[config.mk]
export PLATFORM = sky130hd
export DESIGN_NAME = qrs_queue
export DESIGN_NICKNAME = d
export VERILOG_FILES = /design/src/hw/rtl/qrs_queue.sv
export SDC_FILE = /design/constraint.sdc
export NUM_CORES = 1
export LEC_CHECK = 0
export BUFFER_PORTS_ARGS = -buffer_cell sky130_fd_sc_hd__buf_4
export CORE_MARGIN = 10
export CORE_UTILIZATION = 50
export DETAILED_ROUTE_END_ITERATION = 6
export PLACE_DENSITY = 0.72
export SLEW_MARGIN = 20
export SYNTH_ARGS = -nofsm -noshare
export SYNTH_HDL_FRONTEND = slang
export SYNTH_SLANG_ARGS = --single-unit
[constraint.sdc]
create_clock -name clk -period 2.2 [get_ports clk]
set_input_delay 0.22 -clock clk [delete_from_list [all_inputs] [get_ports clk]]
set_output_delay 0.22 -clock clk [all_outputs]
set_load 0.005 [all_outputs]
[src/hw/rtl/qrs_queue.sv]
module qrs_queue #(
    parameter int WIDTH = 8,
    parameter int DEPTH = 4
) (
    input  logic             clk,
    input  logic             rst_n,
    input  logic             in_valid,
    output logic             in_ready,
    input  logic [WIDTH-1:0] in_data,
    output logic             out_valid,
    input  logic             out_ready,
    output logic [WIDTH-1:0] out_data
);
    localparam int PW = (DEPTH > 1) ? $clog2(DEPTH) : 1;
    localparam int CNTW = $clog2(DEPTH + 1);

    logic [WIDTH-1:0] mem_reg [DEPTH];
    logic [PW-1:0]    wr_ptr_reg;
    logic [PW-1:0]    rd_ptr_reg;
    logic [CNTW-1:0]  count_reg;
    logic             push;
    logic             pop;

    assign in_ready  = count_reg != CNTW'(DEPTH);
    assign out_valid = count_reg != '0;
    assign push      = in_valid && in_ready;
    assign pop       = out_valid && out_ready;
    assign out_data  = mem_reg[rd_ptr_reg];

    always_ff @(posedge clk or negedge rst_n)
    begin
        if (!rst_n)
        begin
            wr_ptr_reg <= '0;
            rd_ptr_reg <= '0;
            count_reg  <= '0;
        end
        else
        begin
            if (push)
                wr_ptr_reg <= (wr_ptr_reg == PW'(DEPTH - 1)) ? '0 : wr_ptr_reg + 1'b1;
            if (pop)
                rd_ptr_reg <= (rd_ptr_reg == PW'(DEPTH - 1)) ? '0 : rd_ptr_reg + 1'b1;
            if (push && !pop)
                count_reg <= count_reg + 1'b1;
            else if (pop && !push)
                count_reg <= count_reg - 1'b1;
        end
    end

    always_ff @(posedge clk)
    begin
        if (push)
            mem_reg[wr_ptr_reg] <= in_data;
    end

endmodule

Word-level counts from Yosys, hierarchy flattened

Memories as Yosys holds them, arrays and structs flattened.
Index checks and enable logic that the tools add are counted.

Mux-type cells: 6
Reductions and logical operators: 8
$add $sub $neg: 4
Equality and inequality tests: 3

Operators by type and width:

| kind                                                               | count |
|---|---|
| 3-bit 2-to-1 mux                                                   | 2 |
| 2-bit by 1-bit adder with 2-bit output, second input constant      | 2 |
| 2-bit equality test, second input constant                         | 2 |
| 1-bit logical AND                                                  | 4 |
| 2-bit 2-to-1 mux                                                   | 2 |
| 3-bit by 1-bit adder with 3-bit output, second input constant      | 1 |
| 3-bit inequality test, second input constant                       | 1 |
| 3-bit nonzero test                                                 | 1 |
| 3-bit by 1-bit subtractor with 3-bit output, second input constant | 1 |
| 1-bit logical NOT                                                  | 2 |
| 1-bit 2-to-1 mux                                                   | 2 |
| 2-bit nonzero test                                                 | 1 |

Register bits after elaboration: 7
Word-level logic and storage cells: 25
Bits of input ports: 12
Bits in writable memories: 32
Output and inout bits: 10
Memories kept: 1

Memories:

| name    | depth | bits a word | rd ports | clocked after Yosys merged registers in | wr ports | line | text |
|---|---|---|---|---|---|---|---|
| mem_reg | 4     | 8           | 1        | 0                                       | 1        | 17   | `logic [WIDTH-1:0] mem_reg [DEPTH];` |

Depth between registers and ports, before layout

Depth in word-level cells: 6
Mapped depth: 8
Depth with buffers taken out: 8

Worst setup path after synthesis

Ideal clock, no wire load.

Kind: reg-to-reg
From: register count_reg[2]
To: register count_reg[2]
Arrival time: 1.869 ns
Setup slack: 0.252 ns
Buffers on the path: 0
Stages on the path, launching flop included: 9
Setup time: 0.079 ns
Required time: 2.121 ns
Period minus slack after synthesis: 1.948 ns
Cell sequence: dfrtp_1 or3_4 nand2_4 ha_1 inv_1 fa_1 xor2_1 nor2_1 xor2_1

Word-level cells in the longest chain between the ends: 5
Elaborated cells on any way between the ends: 13
Those cells by class: add/sub (2); eq/ne (1); mux (2); reduce/logical (8)

RTL lines:

| element                                                | line | text |
|---|---|---|
| start: declaration                                     | 20   | `logic [CNTW-1:0] count_reg;` |
| start signal: assignment                               | 45   | `count_reg <= count_reg + 1'b1;` |
| start signal: assignment                               | 47   | `count_reg <= count_reg - 1'b1;` |
| 3-bit nonzero test *                                   | 25   | `assign out_valid = count_reg != '0;` |
| via out_valid                                          | 10   | `output logic out_valid,` |
| 1-bit logical AND *                                    | 27   | `assign pop = out_valid && out_ready;` |
| 1-bit logical NOT                                      | 44   | `if (push && !pop)` |
| 1-bit logical AND                                      | 44   |  |
| 3-bit 2-to-1 mux or 2-bit nonzero test (tied branches) | n/a  |  |

The timed path passes the listed nets; every way through them passes the cells marked *. The select of a mux whose other input is x is not followed.
A chain may end at the register's enable or synchronous reset.

Final worst setup path

From: register count_reg[2]
To: register count_reg[2]

Word-level cells in the longest chain between the ends: 5
Elaborated cells on any way between the ends: 13
Those cells by class: add/sub (2); eq/ne (1); mux (2); reduce/logical (8)

RTL lines:

| element |
|---|
| parallel branches: the longest is 5 deep, another holds 3-bit by 1-bit subtractor with 3-bit output |

Parallel ways; which one is timed is not known. The select of a mux whose other input is x is not followed.

==> impl_metrics.env <==
export IMPL_status="finished clean"
export IMPL_gp_congestion=0.6674
export IMPL_layout_commonest_cell="edfxtp_1"
export IMPL_clkTransAtPathRegs_ps=110
export IMPL_worstPathRequired_ps=2470
export IMPL_critical_path_top_delay_family="simple AND/OR/NAND/NOR gates"
export IMPL_totalWireLength_mm=2.546
export IMPL_synthTopCellsByArea="edfxtp_1, mux4_2, dfrtp_1, ha_1, mux2_2"
export IMPL_overflow=0
export IMPL_post_route_util=0.6189
export IMPL_fillCellCount=244
export IMPL_largest_register_ffs=32
export IMPL_vias_per_cell=5.046
export IMPL_area_growth_pct=18.15
export IMPL_hpwl_mm=1.809
export IMPL_finalSetupTns_ps=0
export IMPL_tightest_slew_ps=610.6
export IMPL_syn_area_um2=1599
export IMPL_initial_utilization=0.5238
export IMPL_area_sequential_um2=1136
export IMPL_power_density_nw_per_um2=1249
export IMPL_yosys_area_top_type="edfxtp_1"
export IMPL_grt_pass1_vias=806
export IMPL_cpMostUsedCell="xor2_1"
export IMPL_mostFrequentLayoutCells="edfxtp_1, buf_4, mux4_2"
export IMPL_drtAntennaViolNets=0
export IMPL_fp_dieW_um=76.55
export IMPL_vias=767
export IMPL_max_freq_ghz=0.4840
export IMPL_cp_max_fo=4
export IMPL_cts_made_buffers=5
export IMPL_n_antenna_cell=0
export IMPL_nets=126
export IMPL_cts_tree="done"
export IMPL_setup_violations=0
export IMPL_fin_crit_sh=0.9391
export IMPL_cap_viol_max_count=0
export IMPL_slowest_stage="dfrtp_1"
export IMPL_cts_root_buf="clkbuf_4"
export IMPL_multi_input_area_um2=442.9
export IMPL_ys_warn_count=0
export IMPL_grt_start_max_net_pins=12
export IMPL_die_area_um2=5860
export IMPL_wl_per_cell_um=16.75
export IMPL_final_max_slew_viol_count=0
export IMPL_worstSetupStartpointType="flip-flop"
export IMPL_htree_levels=2
export IMPL_synth_top_area_frac=0.6009
export IMPL_grt_pass1_wl_mm=4.229
export IMPL_synth_avg_cell_area_um2=20.24
export IMPL_slowest_delay_ps=450
export IMPL_drc=0
export IMPL_yosys_register_bits=39
export IMPL_layout_drive_gt1_share=0.4167
export IMPL_cts_setup_buffers=0
export IMPL_crit_chain="or3_4 -> nand2_4 -> ha_1 -> inv_1 -> fa_1 -> xor2_1 -> nor2_1 -> xor2_1"
export IMPL_yosysSeqAreaShare=0.7105
export IMPL_ys_types=18
export IMPL_fin_skew_ps=10.45
export IMPL_ioPinCount=22
export IMPL_drt_iter0_drc=49
export IMPL_min_path_type="in -> reg"
export IMPL_maxSlewHeadroom=0.5930
export IMPL_finalWorstPathRequiredPeriod_ps=2066
export IMPL_finalHoldViolCount=0
export IMPL_worstSetupPathType="reg -> reg"
export IMPL_firstDrtPassIters=4
export IMPL_netlist_instances=79
export IMPL_core_area_um2=3053
export IMPL_row_count=20
export IMPL_leakage_nw=0.7125
export IMPL_clk_latency_ps=330
export IMPL_crit_arrival_ps=2330
export IMPL_die_h_um=76.55
export IMPL_cp_num_buf_inv=1
export IMPL_ir_worst_vdd_mv=0.9104
export IMPL_port_buffers=21
export IMPL_end_kind="flip-flop"
export IMPL_track_usage=0.09342
export IMPL_synth_nets=98
export IMPL_rsz0062_at_grt="false"
export IMPL_clock_sinks=39
export IMPL_clk_path_buf_depth=2
export IMPL_antenna_found_initial=0
## path summary, 6_finish.rpt
path                       cells past startpoint         start             to  slack (ps)
hold / removal                                 1    in_data[5]  mem_reg[2][5]          80
setup / recovery                               8  count_reg[2]   count_reg[2]         130
min in group asynchronous                      2         rst_n   count_reg[2]         220
setup reg to reg                               8  count_reg[2]   count_reg[2]         130
max in group asynchronous                      2         rst_n  rd_ptr_reg[0]        1850
hold reg to reg                                1  count_reg[2]   count_reg[2]         550
## power breakdown
part / internal (W) / switching [W]
logic: 0.000484 / 0.000300
clock network: 0.000188 / 0.000217
registers: 0.000999 / 0.000172
## synthesized netlist by cell type, drive strengths merged
master	number
xor2	2
inv	3
and2	4
ha	6
fa	1
xnor2	1
mux2	5
or3	1
mux4	8
a21boi	1
nor2	4
edfxtp	32
clkbuf	1
dfrtp	7
nand2	2
buf	1
## layer usage
metal / vias up / global-route usage / routed length [um]
li1: 356 / - / -
met1: 390 / 0.1090 / 1125
met3: 2 / 0.04245 / 111
met2: 19 / 0.1480 / 1297
met4: 0 / 0.03346 / 12
met5: - / 0 / 0
## cell families (layout without fill, tap and decap cells)
kind of cell,Yosys count,count (layout),synth area share
mux,13,13,0.1526
buf+inv,5,34,0.01251
simple gates,11,11,0.04146
compound gates,1,1,0.007042
xor+xnor,3,3,0.01643
flops,39,39,0.7105
fa+ha+maj,7,7,0.05947
## cell type report
| class | instances | share of cell area |
|---|---|---|
| Sequential cell | 39 | 0.6013 |
| Multi-Input combinational cell | 35 | 0.2344 |
| Timing Repair Buffer | 23 | 0.09272 |
| Clock buffer | 8 | 0.03642 |
| Tap cell | 44 | 0.02914 |
| Inverter | 3 | 0.005960 |
## through the flow
| step | std cells | total power (W) | worst slack, ps | hold slack (ps) | area [um2] |
|---|---|---|---|---|---|
| finish | 152 | 0.002361 | 134.0 | 81.84 | 1889 |
| global route | 152 | 0.002522 | 10.60 | 46.91 | 1889 |
| CTS | 152 | 0.002409 | 109.4 | 62.24 | 1889 |
| detailed placement | 143 | 0.002003 | 151.7 | 41.38 | 1810 |
| global placement | 143 | 0.001959 | 220.2 | 37.26 | 1810 |
| floorplan | 79 | 0.001660 | 252.2 | -75.59 | 1599 |
## timing repair
action,in CTS,in global routing
endpoints found under the hold margin,7,0
gates resized for setup,0,0
hold buffers,1,0
## worst register-to-register path, stage by stage, from the launching register on
cell and delay (ps):
dfrtp_1 450, or3_4 420, nand2_4 100, ha_1 170, inv_1 60, fa_1 370, xor2_1 160, nor2_1 120
xor2_1 150
(Power assumes the default switching activity.)
