<file path="src/hw/rtl/qrs_pkg.sv">
package qrs_pkg;

    localparam int COEF_WIDTH_DEF  = 16;
    localparam int FRAC_BITS_DEF   = 16;
    localparam int OUT_WIDTH       = 43;
    localparam int OUT_TDATA_WIDTH = ((2 * OUT_WIDTH + 7) / 8) * 8;
    localparam int QUEUE_DEPTH     = 4;

    typedef enum logic [1:0] {
        KIND_DISTINCT = 2'd0,
        KIND_EQUAL    = 2'd1,
        KIND_COMPLEX  = 2'd2,
        KIND_NO_QUAD  = 2'd3
    } kind_t;

endpackage

</file>
<file path="src/hw/rtl/qrs_front.sv">
module qrs_front #(
    parameter int COEF_WIDTH = 16,
    parameter int FRAC_BITS  = 16
) (
    input  logic                              clk,
    input  logic                              rst_n,
    input  logic                              in_valid,
    output logic                              in_ready,
    input  logic signed [COEF_WIDTH-1:0]      coef_square,
    input  logic signed [COEF_WIDTH-1:0]      coef_linear,
    input  logic signed [COEF_WIDTH-1:0]      coef_constant,
    output logic                              out_valid,
    input  logic                              out_ready,
    output qrs_pkg::kind_t                    kind,
    output logic [2*COEF_WIDTH:0]             disc_mag,
    output logic signed [COEF_WIDTH+FRAC_BITS:0] neg_lin,
    output logic                              square_neg,
    output logic [COEF_WIDTH:0]               den_mag
);
    import qrs_pkg::*;

    localparam int CW = COEF_WIDTH;
    localparam int DW = 2 * CW + 2;
    localparam int NBW = CW + FRAC_BITS + 1;

    logic                     v1_reg;
    logic signed [CW-1:0]     a_reg;
    logic signed [CW-1:0]     b_reg;
    logic signed [2*CW-1:0]   bb_reg;
    logic signed [2*CW-1:0]   ac_reg;

    logic                     v2_reg;
    kind_t                    kind_reg;
    logic [2*CW:0]            mag_reg;
    logic signed [NBW-1:0]    negb_reg;
    logic                     aneg_reg;
    logic [CW:0]              den_reg;

    logic                     adv;
    logic signed [DW-1:0]     disc;
    logic signed [DW-1:0]     disc_abs;
    logic signed [NBW-1:0]    b_ext;
    logic signed [CW:0]       a_ext;
    logic [CW:0]              a_abs;
    kind_t                    kind_next;

    assign adv      = !v2_reg || out_ready;
    assign in_ready = adv;

    always_comb
    begin
        disc     = DW'(bb_reg) - (DW'(ac_reg) <<< 2);
        disc_abs = disc[DW-1] ? -disc : disc;
        b_ext    = NBW'(b_reg);
        a_ext    = (CW+1)'(a_reg);
        a_abs    = a_ext[CW] ? (CW+1)'(-a_ext) : (CW+1)'(a_ext);
        priority if (a_reg == '0)
            kind_next = KIND_NO_QUAD;
        else if (disc[DW-1])
            kind_next = KIND_COMPLEX;
        else if (disc == '0)
            kind_next = KIND_EQUAL;
        else
            kind_next = KIND_DISTINCT;
    end

    always_ff @(posedge clk or negedge rst_n)
    begin
        if (!rst_n)
        begin
            v1_reg <= 1'b0;
            v2_reg <= 1'b0;
        end
        else if (adv)
        begin
            v1_reg <= in_valid;
            v2_reg <= v1_reg;
        end
    end

    // one multiplier per product, registered before the subtract
    always_ff @(posedge clk)
    begin
        if (adv)
        begin
            a_reg    <= coef_square;
            b_reg    <= coef_linear;
            bb_reg   <= coef_linear * coef_linear;
            ac_reg   <= coef_square * coef_constant;
            kind_reg <= kind_next;
            mag_reg  <= disc_abs[2*CW:0];
            negb_reg <= -(b_ext <<< FRAC_BITS);
            aneg_reg <= a_reg[CW-1];
            den_reg  <= a_abs << 1;
        end
    end

    assign out_valid  = v2_reg;
    assign kind       = kind_reg;
    assign disc_mag   = mag_reg;
    assign neg_lin    = negb_reg;
    assign square_neg = aneg_reg;
    assign den_mag    = den_reg;

endmodule

</file>
<file path="config.mk">
export PLATFORM = sky130hd
export DESIGN_NAME = qrs_front
export DESIGN_NICKNAME = d
export VERILOG_FILES = /design/src/hw/rtl/qrs_pkg.sv /design/src/hw/rtl/qrs_front.sv
export SDC_FILE = /design/constraint.sdc
export NUM_CORES = 2
export LEC_CHECK = 0
export BUFFER_PORTS_ARGS = -buffer_cell sky130_fd_sc_hd__buf_2
export CORE_ASPECT_RATIO = 1.75
export CORE_MARGIN = 2
export CORE_UTILIZATION = 35
export DETAILED_ROUTE_END_ITERATION = 10
export GPL_ROUTABILITY_DRIVEN = 0
export HOLD_SLACK_MARGIN = 0.02
export SLEW_MARGIN = 20
export SYNTH_ARGS = -nofsm -noshare
export SYNTH_HDL_FRONTEND = slang
export SYNTH_SLANG_ARGS = --single-unit
</file>
<file path="constraint.sdc">
create_clock -name clk -period 7.7 [get_ports clk]
set_input_delay 1.155 -clock clk [delete_from_list [all_inputs] [get_ports clk]]
set_output_delay 1.155 -clock clk [all_outputs]
set_load 0.02 [all_outputs]
</file>
# After elaboration in Yosys (flattened, before gate mapping)
# Index checks and enable logic that the tools add are counted.
[totals]
wordCells = 28
out_inout_bits = 88
reg_bits = 183
[classes]
n_reduce_logical = 5
n_mux = 4
mul = 2
addsub = 4
[ops]
columns = ["cell", "n"]
rows = [
  ["multiplier 16 x 16 -> 32 bit", 2],
  ["logical NOT 34 bit", 1],
  ["subtractor 32 x 34 -> 34 bit", 1],
  ["two-way mux 33 bit", 1],
  ["negation 32 -> 33 bit", 1],
  ["negation 33 bit", 1],
  ["logical NOT 16 bit", 1],
  ["negation 16 bit", 1],
  ["two-way mux 15 bit", 1],
  ["two-way mux 1 bit", 2],
  ["OR reduction 2 bit", 1],
  ["logical NOT 1 bit", 1],
  ["logical OR 1 bit", 1],
]

# Logic depth before layout (Yosys ltp)
[logic_depth]
ltp_word = 4
depth_mapped = 27

# Worst setup path after synthesis
# No wires, ideal clock.
[synth_timing]
path_kind = "input to register"
from = "in coef_square[13]"
to = "reg ac_reg[31], data pin"
path_buffers = 1
setup_ns = 0.259
arrival_time_ns = 7.156
cell_stages = 24
slack_ns = 0.284
path_cell_list = "clkbuf_1 and2_1 fa_1 inv_1 fa_1 inv_1 fa_1 inv_1 fa_1 fa_1 fa_1 inv_1 ha_1 a21oi_1 o21ai_0 or3_1 a41oi_1 o41ai_1 a41o_1 or4_1 a31oi_1 o21ai_0 a21oi_1 xnor2_1"
[synth_between]
elab_chain_cells = 1
[synth_rtl]
columns = ["item", "line", "rtl"]
rows = [
  ["start: declaration", "qrs_front.sv:9", "input logic signed [COEF_WIDTH-1:0] coef_square,"],
  ["multiplier 16 x 16 -> 32 bit", "qrs_front.sv:89", "ac_reg <= coef_square * coef_constant;"],
  ["end signal: assignment", "qrs_front.sv:89", ""],
  ["end: declaration", "qrs_front.sv:30", "logic signed [2*CW-1:0] ac_reg;"],
]
# Every way passes these cells.
# A chain may end at the register's enable or synchronous reset.

# Final worst setup path
[layout_timing]
from = "in coef_constant[1]"
to = "reg ac_reg[31], data pin"
[layout_between]
elab_chain_cells = 1
[layout_rtl]
columns = ["item", "line", "rtl"]
rows = [
  ["start: declaration", "qrs_front.sv:11", "input logic signed [COEF_WIDTH-1:0] coef_constant,"],
  ["multiplier 16 x 16 -> 32 bit", "qrs_front.sv:89", ""],
]
# Every way passes these cells.

==> run summary <==
FF-to-FF path depth -> 15
Max-Cap Viols -> 0
Fmax -> 0.1393 GHz
Ant diodes -> 0
Die width -> 213.2 microns
Port Buf Inserts -> 122
DRC -> 0
All-Layer GR Usage -> 0.1730
HP Class -> input pin to asynchronous set/reset pin
Final HPWL DP -> 54,770 microns
Cells after DPL -> 3,896
CTS sink count -> 164
Core ar. -> 0.07612 sq mm
Ys flop type -> edfxtp_1
Grt total ovfl -> 0
Detailed Routing Iterations Pass 1 -> 4
Root Buffer Master -> clkbuf_16
Synth area leader -> fa_1
Count of pins over their slew limit -> 0
Layout Nets -> 3,651
CP Max Fanout -> 3
Total CTS buffers -> 17
Worst Setup SP -> coef_constant[1]
Post-synth top area share -> 0.3712
Worst Path Class, Setup -> input pin to register
Area grow syn2layout -> 11.15%
Worst r2r src -> bb_reg[2]
Final Hold Fails -> 0
Number of flip-flops in the largest register -> 33
Number of synthesized register bits -> 164
CTS tree -> done
Cells resized by post-CTS repair -> 0
Critical R2R Capture -> kind[0]
Critical Path End Type -> register
Share of cells above drive strength 1 -> 0.1004
Vias -> 18,401
Site row count -> 134
H-tree level count -> 4
Largest net degree at the start of global routing -> 59
Post-Route Skew -> 21.41 ps
Post-synth cell types -> 72
Most frequent cells after synthesis -> inv_1 (653), fa_1 (497), nand2_1 (252)
DIE AREA -> 0.07891 sq mm
Routed wire length -> 63,870 microns
Required time worst endpoint -> 7940 ps
FF-to-FF setup slack -> 3220 ps
Post-synth EDFFs -> 162
Cell area after synthesis -> 0.02681 sq mm
First-pass GRT wire length -> 104,700 microns
Ys async rst share -> 0.01220
Die H -> 370.1 microns
Max clock buf depth -> 2
Run status -> completed
Top cells by area, synth -> fa_1 (37%), edfxtp_1 (18%), ha_1 (9.7%)
Post-Synthesis Mean Instance Area -> 9.877 sq um
Cts-stage hold buffer count -> 0
Sequential fraction of the synthesis area -> 0.1833
DRT iter0 DRCs -> 621
Post-synthesis cell count -> 2,714
Number of global-route vias before repair -> 20,404
Initial Util -> 0.3522
Vias per inst -> 4.685
Final ANT Viol Nets -> 0
Count leader, synth -> inv_1
Post-CTS Setup Inserts -> 0
Syn. warnings -> 0
Final Setup Violations -> 0
Max-slew headroom -> 0.3714
DR WL/cell -> 16.26 microns
Worst EP arrival -> 7420 ps
Fin crit period -> 7181 ps
Final period util -> 0.9326
Unrepaired setup endpoints after global routing -> no
Reg clk slew, reported paths -> 70 ps
Clk Latency, worst-skew pair -> 500 ps
Final std cells w/o fill -> 3,928
Initial antenna violation count -> 0
Ports -> 140
Slew at the pin with the worst max-slew slack -> 930.8 ps
Filler cell count -> 7,704
Startpoint Class -> input pin
cell families (layout without fill, tap and decap cells):
| family | count (synthesis) | after routing | share of synthesized area |
|---|---|---|---|
| xor gates and xnor gates | 155 | 155 | 0.05064 |
| other | 1 | 17 | 0.0001399 |
| DFF | 164 | 164 | 0.1833 |
| buffers and inverters | 740 | 918 | 0.1064 |
| and+or+nand+nor | 664 | 664 | 0.1201 |
| AOI/OAI and AO/OA | 283 | 283 | 0.07039 |
| adders and majority gates | 704 | 704 | 0.4678 |
| muxes | 3 | 3 | 0.001167 |
per-layer routing:
metal,vias to the layer above,track usage,routed length (microns)
met5,-,0,0
met4,0,0.07746,2681
met3,130,0.02323,1885
met2,346,0.3313,35560
met1,9248,0.1857,23750
li1,8677,-,-
cell usage in the layout (no fill, tap or decap), types with 4 or more instances in the layout:
cell type   instances
nor3b_1             6
or2_2               6
or3_1              13
nor2_1            119
a31oi_1             6
a211oi_1            7
buf_2             122
a31o_2              7
conb_1             17
nand2_1           252
o31ai_1            10
nor3_1             22
ha_1              207
nand3_1            14
nand4_1             7
o211ai_1            6
a21o_1             30
inv_1             653
buf_4             111
inv_6               6
a21oi_1            89
edfxtp_1          162
xor2_1             42
nor4_1              4
clkbuf_16          17
o21a_1             13
and2_1            165
clkinvlp_4          4
o21bai_1           10
and3_1              7
a211o_1             6
nand2b_1           22
fa_1              497
nand3b_1            4
xnor2_1           112
o21ai_0            54
nor2b_1            10
o41ai_1             6
worst max-delay path, cell delays in order:
cell and delay [ps]:
buf_2 130, and2_1 150, fa_1 530, inv_1 60, fa_1 520, inv_1 50
fa_1 500, inv_1 60, fa_1 550, fa_1 430, fa_1 490, inv_1 40
ha_1 300, a21oi_1 140, o21ai_0 120, or3_1 310, a41oi_1 180, buf_4 150
o41ai_1 100, a41o_1 270, or4_1 420, a31oi_1 310, o21ai_0 150, a21oi_1 210
xnor2_1 90
how the worst max path moves through the flow:
| stage | depth (start not counted) | end | slack [ps] |
|---|---|---|---|
| after floorplan | 24 | ac_reg[31] | 280 |
| after global placement | 25 | ac_reg[31] | -0.02 |
| after detailed placement | 25 | ac_reg[31] | -20 |
| after CTS | 25 | ac_reg[31] | 540 |
| after global routing | 25 | ac_reg[31] | 240 |
| final | 25 | ac_reg[31] | 520 |
layout make-up:
cell class | instances | area (sq um) | area share
multi-input cells | 1826 | 19110 | 0.6415
flip-flops and latches | 164 | 4915 | 0.1650
repair buffers | 233 | 1444 | 0.04846
clock inverters | 14 | 165.2 | 0.005543
well taps | 1020 | 1276 | 0.04283
inverters | 653 | 2451 | 0.08227
clock buffers | 18 | 429.2 | 0.01440
per-stage QoR:
stage	setup slack (ps)	util	hold WS, ps	cell area, sq um	TNS (ps)
finish	518.9	0.3914	444.1	29790	0
global route	240.8	0.3914	407.8	29790	0
CTS	535.0	0.3914	400.8	29790	0
detailed placement	-19.52	0.3836	450.4	29200	-19.52
global placement	-0.01998	0.3836	445.9	29200	-0.01998
floorplan	284.3	-	430.5	26870	0
Power is left out: the tool's default activity adds up to more than one toggle a clock period on the data nets, which glitch-free logic cannot reach.
